### src/hw/rtl/assert_macros.svh
// Assertion helpers for the percent codec RTL.
// Both macros take a label, a clock, an active-low reset and a property body.
`ifndef ASSERT_MACROS_SVH
`define ASSERT_MACROS_SVH

`ifndef ASSERT_OFF

// Plain concurrent check, disabled while reset is asserted.
`define ASSERT_PROP(label, clk, rst_n, prop) \
    label: assert property (@(posedge clk) disable iff (!(rst_n)) (prop)) \
        else $error("assertion failed");

// Check that a condition never holds.
`define ASSERT_NEVER(label, clk, rst_n, cond) \
    label: assert property (@(posedge clk) disable iff (!(rst_n)) !(cond)) \
        else $error("forbidden condition seen");

`else

`define ASSERT_PROP(label, clk, rst_n, prop)
`define ASSERT_NEVER(label, clk, rst_n, cond)

`endif

`endif

### src/hw/rtl/pctc_pkg.sv
`default_nettype none

package pctc_pkg;

    // Configuration register indexes
    localparam int CFG_IDX_W = 2;
    typedef enum logic [CFG_IDX_W-1:0] {
        CFG_DECODE_MODE    = 2'd0,
        CFG_KEEP_NEWLINES  = 2'd1,
        CFG_PLUS_FOR_SPACE = 2'd2
    } t_cfg_idx;

    // Character codes
    localparam logic [7:0] CH_NEWLINE = 8'h0A;
    localparam logic [7:0] CH_SPACE   = 8'h20;
    localparam logic [7:0] CH_PERCENT = 8'h25;
    localparam logic [7:0] CH_PLUS    = 8'h2B;
    localparam logic [7:0] CH_DASH    = 8'h2D;
    localparam logic [7:0] CH_DOT     = 8'h2E;
    localparam logic [7:0] CH_UNDER   = 8'h5F;
    localparam logic [7:0] CH_TILDE   = 8'h7E;

    // One queued job: either a single byte or a three-byte escape of data
    typedef struct packed {
        logic       triple;  // emit '%', high hex digit, low hex digit
        logic       bad;     // error word
        logic       eos;     // last word of the job closes the stream
        logic [7:0] data;
    } t_job;

endpackage

`default_nettype wire

### src/hw/rtl/pctc_front.sv
`default_nettype none

`include "assert_macros.svh"

module pctc_front (
    input  wire logic                           i_clk,
    input  wire logic                           i_rst_n,
    input  wire logic                           i_cfg_we,
    input  wire logic [pctc_pkg::CFG_IDX_W-1:0] i_cfg_idx,
    input  wire logic                           i_cfg_data,
    input  wire logic                           i_in_valid,
    input  wire logic [7:0]                     i_in_byte,
    input  wire logic                           i_end_of_stream,
    input  wire logic                           i_q_full,
    output logic                                o_in_stall,
    output logic                                o_push,
    output pctc_pkg::t_job                      o_job
);
    import pctc_pkg::*;

    typedef enum logic [1:0] {
        PH_IDLE = 2'd0,
        PH_HI   = 2'd1,
        PH_LO   = 2'd2
    } t_phase;

    logic       r_decode, r_keep_nl, r_plus;
    t_phase     r_phase, n_phase;
    logic [3:0] r_high, n_high;
    logic       r_aborted, n_aborted;

    logic       accept;
    logic       produce;
    logic       is_hex;
    logic [3:0] hex_val;
    logic       plain;
    t_job       job;

    assign o_in_stall = i_q_full;
    assign accept     = i_in_valid && !i_q_full;
    assign o_push     = accept && produce;
    assign o_job      = job;

    // Hex digit value, either case
    always_comb begin
        is_hex  = 1'b1;
        hex_val = i_in_byte[3:0];
        if (i_in_byte inside {[8'h30:8'h39]}) begin
            hex_val = i_in_byte[3:0];
        end else if (i_in_byte inside {[8'h41:8'h46], [8'h61:8'h66]}) begin
            hex_val = i_in_byte[3:0] + 4'd9;
        end else begin
            is_hex = 1'b0;
        end
    end

    // Bytes that pass through unescaped when encoding
    always_comb begin
        plain = (i_in_byte inside {[8'h30:8'h39], [8'h41:8'h5A], [8'h61:8'h7A],
                                   CH_DASH, CH_DOT, CH_UNDER, CH_TILDE})
                || (r_keep_nl && i_in_byte == CH_NEWLINE);
    end

    // Classify the incoming byte and work out the next escape state
    always_comb begin
        n_phase   = r_phase;
        n_high    = r_high;
        n_aborted = r_aborted;
        produce   = 1'b0;
        job       = '{triple: 1'b0, bad: 1'b0, eos: i_end_of_stream, data: i_in_byte};
        if (!r_decode) begin
            produce = 1'b1;
            if (plain) begin
                job.data = i_in_byte;
            end else if (r_plus && i_in_byte == CH_SPACE) begin
                job.data = CH_PLUS;
            end else begin
                job.triple = 1'b1;
            end
        end else if (r_aborted) begin
            produce = 1'b0;
        end else if (r_phase == PH_IDLE) begin
            if (r_plus && i_in_byte == CH_PLUS) begin
                produce  = 1'b1;
                job.data = CH_SPACE;
            end else if (i_in_byte == CH_PERCENT) begin
                if (i_end_of_stream) begin
                    produce = 1'b1;
                    job     = '{triple: 1'b0, bad: 1'b1, eos: 1'b1, data: 8'h00};
                end else begin
                    n_phase = PH_HI;
                end
            end else begin
                produce = 1'b1;
            end
        end else if (!is_hex) begin
            // malformed escape: report once, drop the rest of the stream
            produce   = 1'b1;
            job       = '{triple: 1'b0, bad: 1'b1, eos: 1'b1, data: 8'h00};
            n_phase   = PH_IDLE;
            n_high    = 4'h0;
            n_aborted = 1'b1;
        end else if (r_phase == PH_HI) begin
            if (i_end_of_stream) begin
                produce = 1'b1;
                job     = '{triple: 1'b0, bad: 1'b1, eos: 1'b1, data: 8'h00};
            end else begin
                n_high  = hex_val;
                n_phase = PH_LO;
            end
        end else begin
            produce  = 1'b1;
            job.data = {r_high, hex_val};
            n_phase  = PH_IDLE;
            n_high   = 4'h0;
        end
        // a stream end always returns to a clean state
        if (i_end_of_stream) begin
            n_phase   = PH_IDLE;
            n_high    = 4'h0;
            n_aborted = 1'b0;
        end
    end

    // Config registers and escape state
    always_ff @(posedge i_clk) begin
        if (!i_rst_n) begin
            r_decode  <= 1'b0;
            r_keep_nl <= 1'b0;
            r_plus    <= 1'b0;
            r_phase   <= PH_IDLE;
            r_high    <= 4'h0;
            r_aborted <= 1'b0;
        end else begin
            if (i_cfg_we) begin
                case (i_cfg_idx)
                    CFG_DECODE_MODE:    r_decode  <= i_cfg_data;
                    CFG_KEEP_NEWLINES:  r_keep_nl <= i_cfg_data;
                    CFG_PLUS_FOR_SPACE: r_plus    <= i_cfg_data;
                    default: ;
                endcase
            end
            if (accept) begin
                r_phase   <= n_phase;
                r_high    <= n_high;
                r_aborted <= n_aborted;
            end
        end
    end

    `ASSERT_PROP(a_abort_idle, i_clk, i_rst_n, r_aborted |-> (r_phase == PH_IDLE))
    `ASSERT_PROP(a_bad_ends, i_clk, i_rst_n,
        (o_push && o_job.bad) |-> (o_job.eos && !o_job.triple && o_job.data == 8'h00))
    `ASSERT_PROP(a_eos_clears, i_clk, i_rst_n,
        (accept && i_end_of_stream) |=> (r_phase == PH_IDLE && r_high == 4'h0 && !r_aborted))

endmodule

`default_nettype wire

### src/hw/rtl/pctc_queue.sv
`default_nettype none

module pctc_queue #(
    parameter int DEPTH = 4
) (
    input  wire logic          i_clk,
    input  wire logic          i_rst_n,
    input  wire logic          i_push,
    input  wire pctc_pkg::t_job i_job,
    input  wire logic          i_pop,
    output logic               o_full,
    output logic               o_empty,
    output pctc_pkg::t_job     o_job
);
    import pctc_pkg::*;

    localparam int PW = (DEPTH > 1) ? $clog2(DEPTH) : 1;
    localparam int CW = $clog2(DEPTH + 1);

    t_job          r_mem [DEPTH];
    logic [PW-1:0] r_wr, r_rd;
    logic [CW-1:0] r_count;
    logic          do_push, do_pop;

    assign o_full  = (r_count == CW'(DEPTH));
    assign o_empty = (r_count == '0);
    assign o_job   = r_mem[r_rd];
    assign do_push = i_push && !o_full;
    assign do_pop  = i_pop && !o_empty;

    // Storage
    always_ff @(posedge i_clk) begin
        if (do_push) begin
            r_mem[r_wr] <= i_job;
        end
    end

    // Pointers and fill count
    always_ff @(posedge i_clk) begin
        if (!i_rst_n) begin
            r_wr    <= '0;
            r_rd    <= '0;
            r_count <= '0;
        end else begin
            if (do_push) begin
                r_wr <= (r_wr == PW'(DEPTH - 1)) ? '0 : r_wr + 1'b1;
            end
            if (do_pop) begin
                r_rd <= (r_rd == PW'(DEPTH - 1)) ? '0 : r_rd + 1'b1;
            end
            case ({do_push, do_pop})
                2'b10:   r_count <= r_count + 1'b1;
                2'b01:   r_count <= r_count - 1'b1;
                default: r_count <= r_count;
            endcase
        end
    end

endmodule

`default_nettype wire

### src/hw/rtl/pctc_back.sv
`default_nettype none

`include "assert_macros.svh"

module pctc_back (
    input  wire logic           i_clk,
    input  wire logic           i_rst_n,
    input  wire logic           i_q_empty,
    input  wire pctc_pkg::t_job i_q_job,
    output logic                o_pop,
    output logic                o_out_valid,
    input  wire logic           i_out_stall,
    output logic [7:0]          o_out_byte,
    output logic                o_last_of_run,
    output logic                o_bad_escape,
    output logic                o_stream_done
);
    import pctc_pkg::*;

    // Uppercase hex digit
    function automatic logic [7:0] hex_char(input logic [3:0] nib);
        logic [7:0] wide;
        wide = {4'h0, nib};
        return (nib < 4'd10) ? (8'h30 + wide) : (8'h37 + wide);
    endfunction

    t_job       r_job;
    logic       r_valid;
    logic [1:0] r_beat;
    logic       last;
    logic       fire;

    assign last = !r_job.triple || (r_beat == 2'd2);
    assign fire = r_valid && !i_out_stall;
    assign o_pop = !i_q_empty && (!r_valid || (fire && last));

    // Output word from the held job and beat
    always_comb begin
        o_out_valid   = r_valid;
        o_last_of_run = last;
        o_bad_escape  = r_job.bad;
        o_stream_done = last && r_job.eos;
        o_out_byte    = r_job.data;
        if (r_job.triple) begin
            case (r_beat)
                2'd0:    o_out_byte = CH_PERCENT;
                2'd1:    o_out_byte = hex_char(r_job.data[7:4]);
                default: o_out_byte = hex_char(r_job.data[3:0]);
            endcase
        end
    end

    // Job holding register and beat counter
    always_ff @(posedge i_clk) begin
        if (!i_rst_n) begin
            r_valid <= 1'b0;
            r_beat  <= 2'd0;
        end else if (o_pop) begin
            r_valid <= 1'b1;
            r_beat  <= 2'd0;
        end else if (fire) begin
            if (last) begin
                r_valid <= 1'b0;
                r_beat  <= 2'd0;
            end else begin
                r_beat <= r_beat + 2'd1;
            end
        end
    end

    always_ff @(posedge i_clk) begin
        if (o_pop) begin
            r_job <= i_q_job;
        end
    end

    `ASSERT_PROP(a_bad_word, i_clk, i_rst_n,
        (o_out_valid && o_bad_escape) |-> (o_last_of_run && o_stream_done && o_out_byte == 8'h00))
    `ASSERT_PROP(a_escape_continues, i_clk, i_rst_n,
        (fire && !last) |=> (o_out_valid && r_job.triple))
    `ASSERT_NEVER(a_beat_range, i_clk, i_rst_n,
        (r_beat == 2'd3) || (r_beat != 2'd0 && !r_job.triple))

endmodule

`default_nettype wire

### src/hw/rtl/percent_encode_decode.sv
`default_nettype none

// Percent codec for a byte stream.
// Input channel: i_in_valid / o_in_stall carry one word (i_in_byte, i_end_of_stream).
// Output channel: o_out_valid / i_out_stall carry one word (o_out_byte,
// o_last_of_run, o_bad_escape, o_stream_done). A word moves at a clock edge with
// valid high and stall low.
// Config: i_cfg_we writes bit 0 of i_cfg_data into register i_cfg_idx
// (0 decode_mode, 1 keep_newlines, 2 plus_for_space); write only while idle.
// An input word that produces output is written into the job queue by the front,
// and the back then registers the job, whose held copy drives the first output word.
// Throughput: one output word per cycle while i_out_stall is low and jobs wait, set
// by the single output register; an escaped byte in encode mode gives 3 words, any
// other producing byte 1 word. Escape openers and dropped bytes write no job.
// The job queue of QUEUE_DEPTH entries lets input run ahead of a stalled receiver;
// o_in_stall rises only when that queue is full.
// Reset (synchronous, active low) clears config, escape state and the queue.

module percent_encode_decode #(
    parameter int QUEUE_DEPTH = 4
) (
    input  wire logic                           i_clk,
    input  wire logic                           i_rst_n,
    input  wire logic                           i_cfg_we,
    input  wire logic [pctc_pkg::CFG_IDX_W-1:0] i_cfg_idx,
    input  wire logic                           i_cfg_data,
    input  wire logic                           i_in_valid,
    output logic                                o_in_stall,
    input  wire logic [7:0]                     i_in_byte,
    input  wire logic                           i_end_of_stream,
    output logic                                o_out_valid,
    input  wire logic                           i_out_stall,
    output logic [7:0]                          o_out_byte,
    output logic                                o_last_of_run,
    output logic                                o_bad_escape,
    output logic                                o_stream_done
);
    import pctc_pkg::*;

    logic q_full, q_empty, push, pop;
    t_job push_job, head_job;

    pctc_front u_front (
        .i_clk           (i_clk),
        .i_rst_n         (i_rst_n),
        .i_cfg_we        (i_cfg_we),
        .i_cfg_idx       (i_cfg_idx),
        .i_cfg_data      (i_cfg_data),
        .i_in_valid      (i_in_valid),
        .i_in_byte       (i_in_byte),
        .i_end_of_stream (i_end_of_stream),
        .i_q_full        (q_full),
        .o_in_stall      (o_in_stall),
        .o_push          (push),
        .o_job           (push_job)
    );

    pctc_queue #(
        .DEPTH (QUEUE_DEPTH)
    ) u_queue (
        .i_clk   (i_clk),
        .i_rst_n (i_rst_n),
        .i_push  (push),
        .i_job   (push_job),
        .i_pop   (pop),
        .o_full  (q_full),
        .o_empty (q_empty),
        .o_job   (head_job)
    );

    pctc_back u_back (
        .i_clk         (i_clk),
        .i_rst_n       (i_rst_n),
        .i_q_empty     (q_empty),
        .i_q_job       (head_job),
        .o_pop         (pop),
        .o_out_valid   (o_out_valid),
        .i_out_stall   (i_out_stall),
        .o_out_byte    (o_out_byte),
        .o_last_of_run (o_last_of_run),
        .o_bad_escape  (o_bad_escape),
        .o_stream_done (o_stream_done)
    );

endmodule

`default_nettype wire
### config.mk
export PLATFORM = sky130hd
export DESIGN_NAME = percent_encode_decode
export DESIGN_NICKNAME = d
export VERILOG_FILES = /design/src/hw/rtl/pctc_pkg.sv /design/src/hw/rtl/pctc_front.sv /design/src/hw/rtl/pctc_queue.sv /design/src/hw/rtl/pctc_back.sv /design/src/hw/rtl/percent_encode_decode.sv
export VERILOG_INCLUDE_DIRS = /design/src /design/src/hw/rtl
export SDC_FILE = /design/constraint.sdc
export NUM_CORES = 1
export LEC_CHECK = 0
export BUFFER_PORTS_ARGS = -buffer_cell sky130_fd_sc_hd__buf_2
export CAP_MARGIN = 20
export CORE_UTILIZATION = 45
export CTS_BUF_LIST = sky130_fd_sc_hd__clkbuf_2 sky130_fd_sc_hd__clkbuf_4 sky130_fd_sc_hd__clkbuf_8
export CTS_CLUSTER_SIZE = 25
export DETAILED_ROUTE_END_ITERATION = 10
export PLACE_DENSITY = 0.68
export SYNTH_ARGS = -nofsm -noshare
export SYNTH_HDL_FRONTEND = slang
export SYNTH_HIERARCHICAL = 1
export SYNTH_SLANG_ARGS = --single-unit
### constraint.sdc
create_clock -name i_clk -period 4.3 [get_ports i_clk]
set_clock_uncertainty 0.2 [all_clocks]
set_input_delay 0.43 -clock i_clk [delete_from_list [all_inputs] [get_ports i_clk]]
set_output_delay 0.43 -clock i_clk [all_outputs]
set_load 0.02 [all_outputs]
==> results by group <==
Yosys
  • Commonest cells post-synth: edfxtp_1 (55), nand2_1 (39), o21ai_0 (27), dfxtp_1 (22), inv_1 (21)
  • Top post-synthesis cells by area: edfxtp_1 (41%), dfxtp_1 (11%), ha_1 (4.9%)
  • Async S/R FF share, synth: 0
  • Register area share after synthesis: 0.5159
  • Most frequent cell after synthesis: edfxtp_1
  • Synth cell types: 54
  • EDFF count, synth: 55
  • Yosys top cell area share: 0.4073
  • Synth Flop Type: edfxtp_1
  • Top cell type by total area after synthesis: edfxtp_1
  • Yosys synthesis warning count: 6
  • Syn Nets: slightly below 400
  • Cell Area, Synth: just over 4000 µm²
  • Cells after synthesis: 356
  • Mean post-synth cell area: 11.39 µm²
  • Yosys reg bits: 77

Timing
  • Final max-slew violation count: 0
  • Min cycle time layout: ~3.6 ns
  • Fmax: 275.3 MHz
  • Sum Neg Setup Slack: 0 ns
  • Max-slew headroom: 0.5597
  • Period utilisation layout: 0.8447
  • RSZ-0062 raised after global routing: false
  • Setup Viol. Count Final: 0
  • Tightest Pin Transition: roughly 0.66 ns
  • Final Hold Viols: 0

CTS
  • Clock network latency to the later pin of the worst-skew pair: 0.35 ns
  • CTS H-tree lvls: 3
  • Hold buffer count at CTS: 0
  • Clock sinks: 77
  • CTS tree: built
  • Clock tree buffer depth: 2
  • Root Buffer: clkbuf_8
  • Setup bufs post-CTS: 0
  • TritonCTS Buffers: 9
  • Worst-path clk slew: approximately 0.080 ns
  • CTS-repair resized insts: 0

Finish
  • P&R area growth vs syn: 11.60%
  • Core Util, Final: 0.5189
  • Non-filler cells, final: 503
  • Fillers: between 700 and 800
  • Final Cell Area: 4526 µm²
  • Share of cells above drive strength 1: 0.1595
  • Area of the multi-input gates: approximately 1800 µm²
  • Final #Nets: approximately 420
  • Sequential Area: between 2000 and 2500 µm²
  • Inserted Diodes: 0

Worst setup path
  • Worst r2r path cells: 13
  • Crit path max fanout: 8
  • R2R Path End: u_queue/r_count[2]
  • R2R Setup Slk: about 1.4 ns
  • CP Class: primary input to flip-flop
  • Critical Path RT: 4.37 ns
  • Launching point of the worst reg2reg path: u_back/r_beat[0]
  • WP data arrival: around 3.7 ns
  • Worst setup EP type: flip-flop
  • CP startpoint kind: primary input

Global route
  • Antenna violations before repair: 0
  • First-pass GRT wire length: between 10 and 15 mm
  • Vias in the first global route: between 2000 and 3000
  • GRT Total Usage: 0.1767
  • Total congestion overflow: 0
  • Largest net degree at the start of global routing: 22

Die
  • Io pins: 30
  • Initial Utilization: 0.4650
  • Core area: approximately 8700 µm²
  • Die area: around 9400 µm²
  • Row cnt: 34
  • Die height: ~97 µm
  • Die span in x: ~97 µm

Worst hold path
  • Hold Startpoint: i_cfg_data
  • Hold Crit Class: primary input to flip-flop
  • Cells on Worst Hold Path: 3
  • Worst Hold Path EP: u_front/r_plus

Power and ir drop
  • Leakage: approximately 1.7 nW
  • Max VDD drop: approximately 0.21 mV
  • Power Dens Cells: around 540 nW/µm²

Placement
  • Placed cell areas: 4313 µm²
  • HPWL after detailed placement: 5.758 mm
  • Inst Count DP: 487
  • Port bufs: 29
  • GP Congestion: ~0.88

Drt
  • # DRC: 0
  • DRT Pass-1 Iters: 4
  • WL/cell: approximately 16 µm
  • Vias per Instance: between 5 and 6
  • Final wirelength: slightly below 8 mm
  • Post-route ant nets: 0
  • Iter 0 DRT Violations: 120
  • DR vias: approximately 2900

Job
  • Max Cap Viol: 0

Outcome
  • Outcome: finished clean
==> flip-flops by register name, indices dropped and copies added (netlist names), named ones only <==
signal               count
u_back/o_bad_escape      1
u_back/o_out_valid       1
u_back/r_beat            2
u_back/r_job            10
u_front/r_aborted        1
u_front/r_decode         1
u_front/r_high           4
u_front/r_keep_nl        1
u_front/r_phase          2
u_front/r_plus           1
u_queue/r_count          3
u_queue/r_mem           44
u_queue/r_rd             2
u_queue/r_wr             2
==> final cells by class <==
cell class | count | share of cell area
clock buffer | 9 | 0.02737
clock inverter | 7 | 0.01963
multi-input combinational | 245 | 0.3998
tap | 108 | 0.02986
sequential | 77 | 0.4623
timing repair buffer | 36 | 0.04368
inverter | 21 | 0.01742
==> worst max-delay path by stage <==
stage                             from                 end  slack, ns  cells after the start
final                     i_in_byte[1]  u_queue/r_count[2]       0.67                     17
after global routing      i_in_byte[1]  u_queue/r_count[2]       0.46                     17
after CTS                 i_in_byte[1]  u_queue/r_count[2]       0.67                     17
after detailed placement  i_in_byte[1]  u_queue/r_count[2]       0.31                     17
after global placement    i_in_byte[1]  u_queue/r_count[2]       0.49                     17
after floorplan           i_in_byte[1]  u_queue/r_count[2]       0.76                     17
==> cells in the final DEF (no fill, tap or decap), drive strengths merged, types with 5 or more instances in the layout <==
| cell type | n |
|---|---|
| a21oi | 13 |
| and2 | 8 |
| buf | 36 |
| clkbuf | 9 |
| dfxtp | 22 |
| edfxtp | 55 |
| ha | 16 |
| inv | 22 |
| mux2i | 6 |
| mux4 | 11 |
| nand2 | 39 |
| nand3 | 6 |
| nand4 | 5 |
| nor2 | 20 |
| nor2b | 17 |
| nor3 | 5 |
| nor3b | 5 |
| o21a | 5 |
| o21ai | 29 |
==> cells by family (layout without fill, tap and decap cells) <==
| kind of cell | after synthesis | after routing | synth area share |
|---|---|---|---|
| AOI/OAI and AO/OA | 79 | 79 | 0.1265 |
| xor gates and xnor gates | 5 | 5 | 0.01080 |
| adders and majority gates | 17 | 17 | 0.05430 |
| buffers and inverters | 34 | 73 | 0.03795 |
| DFF | 77 | 77 | 0.5159 |
| muxes | 19 | 19 | 0.08701 |
| and+or+nand+nor | 125 | 125 | 0.1675 |
==> through the flow <==
step	setup WS [ns]	hold slack, ns	total power (W)
finish	0.6678	0.1683	0.002449
global route	0.4648	0.1813	0.002604
CTS	0.6705	0.1658	0.002473
detailed placement	0.3075	0.2499	0.001891
global placement	0.4864	0.2457	0.001866
floorplan	0.7638	0.2187	0.001664
==> layer usage <==
layer | vias up | track usage | part of all wire
li1 | 1389 | - | -
met1 | 1377 | 0.2133 | 0.44
met2 | 73 | 0.3001 | 0.50
met3 | 17 | 0.03902 | 0.039
met4 | 0 | 0.08266 | 0.022
met5 | - | 0 | 0
==> critical path, cell delays in order <==
cell	delay [ns]
buf_2	0.16
inv_1	0.11
ha_1	0.23
or4b_4	0.59
nor4_4	0.20
o31ai_4	0.09
o21ai_1	0.28
o211ai_1	0.13
a21boi_0	0.18
nor2b_1	0.20
inv_1	0.06
ha_1	0.22
inv_1	0.07
fa_1	0.18
xor2_1	0.08
or3_1	0.30
a21boi_0	0.20
==> power breakdown <==
group	internal (W)	switching, W	total (W)
combinational	0.000325	0.000426	0.000751
sequential	0.000986	0.000131	0.00112
clock	0.000324	0.000257	0.000581
total	0.00163	0.000814	0.00245
Power figures use the tool's default switching activity.
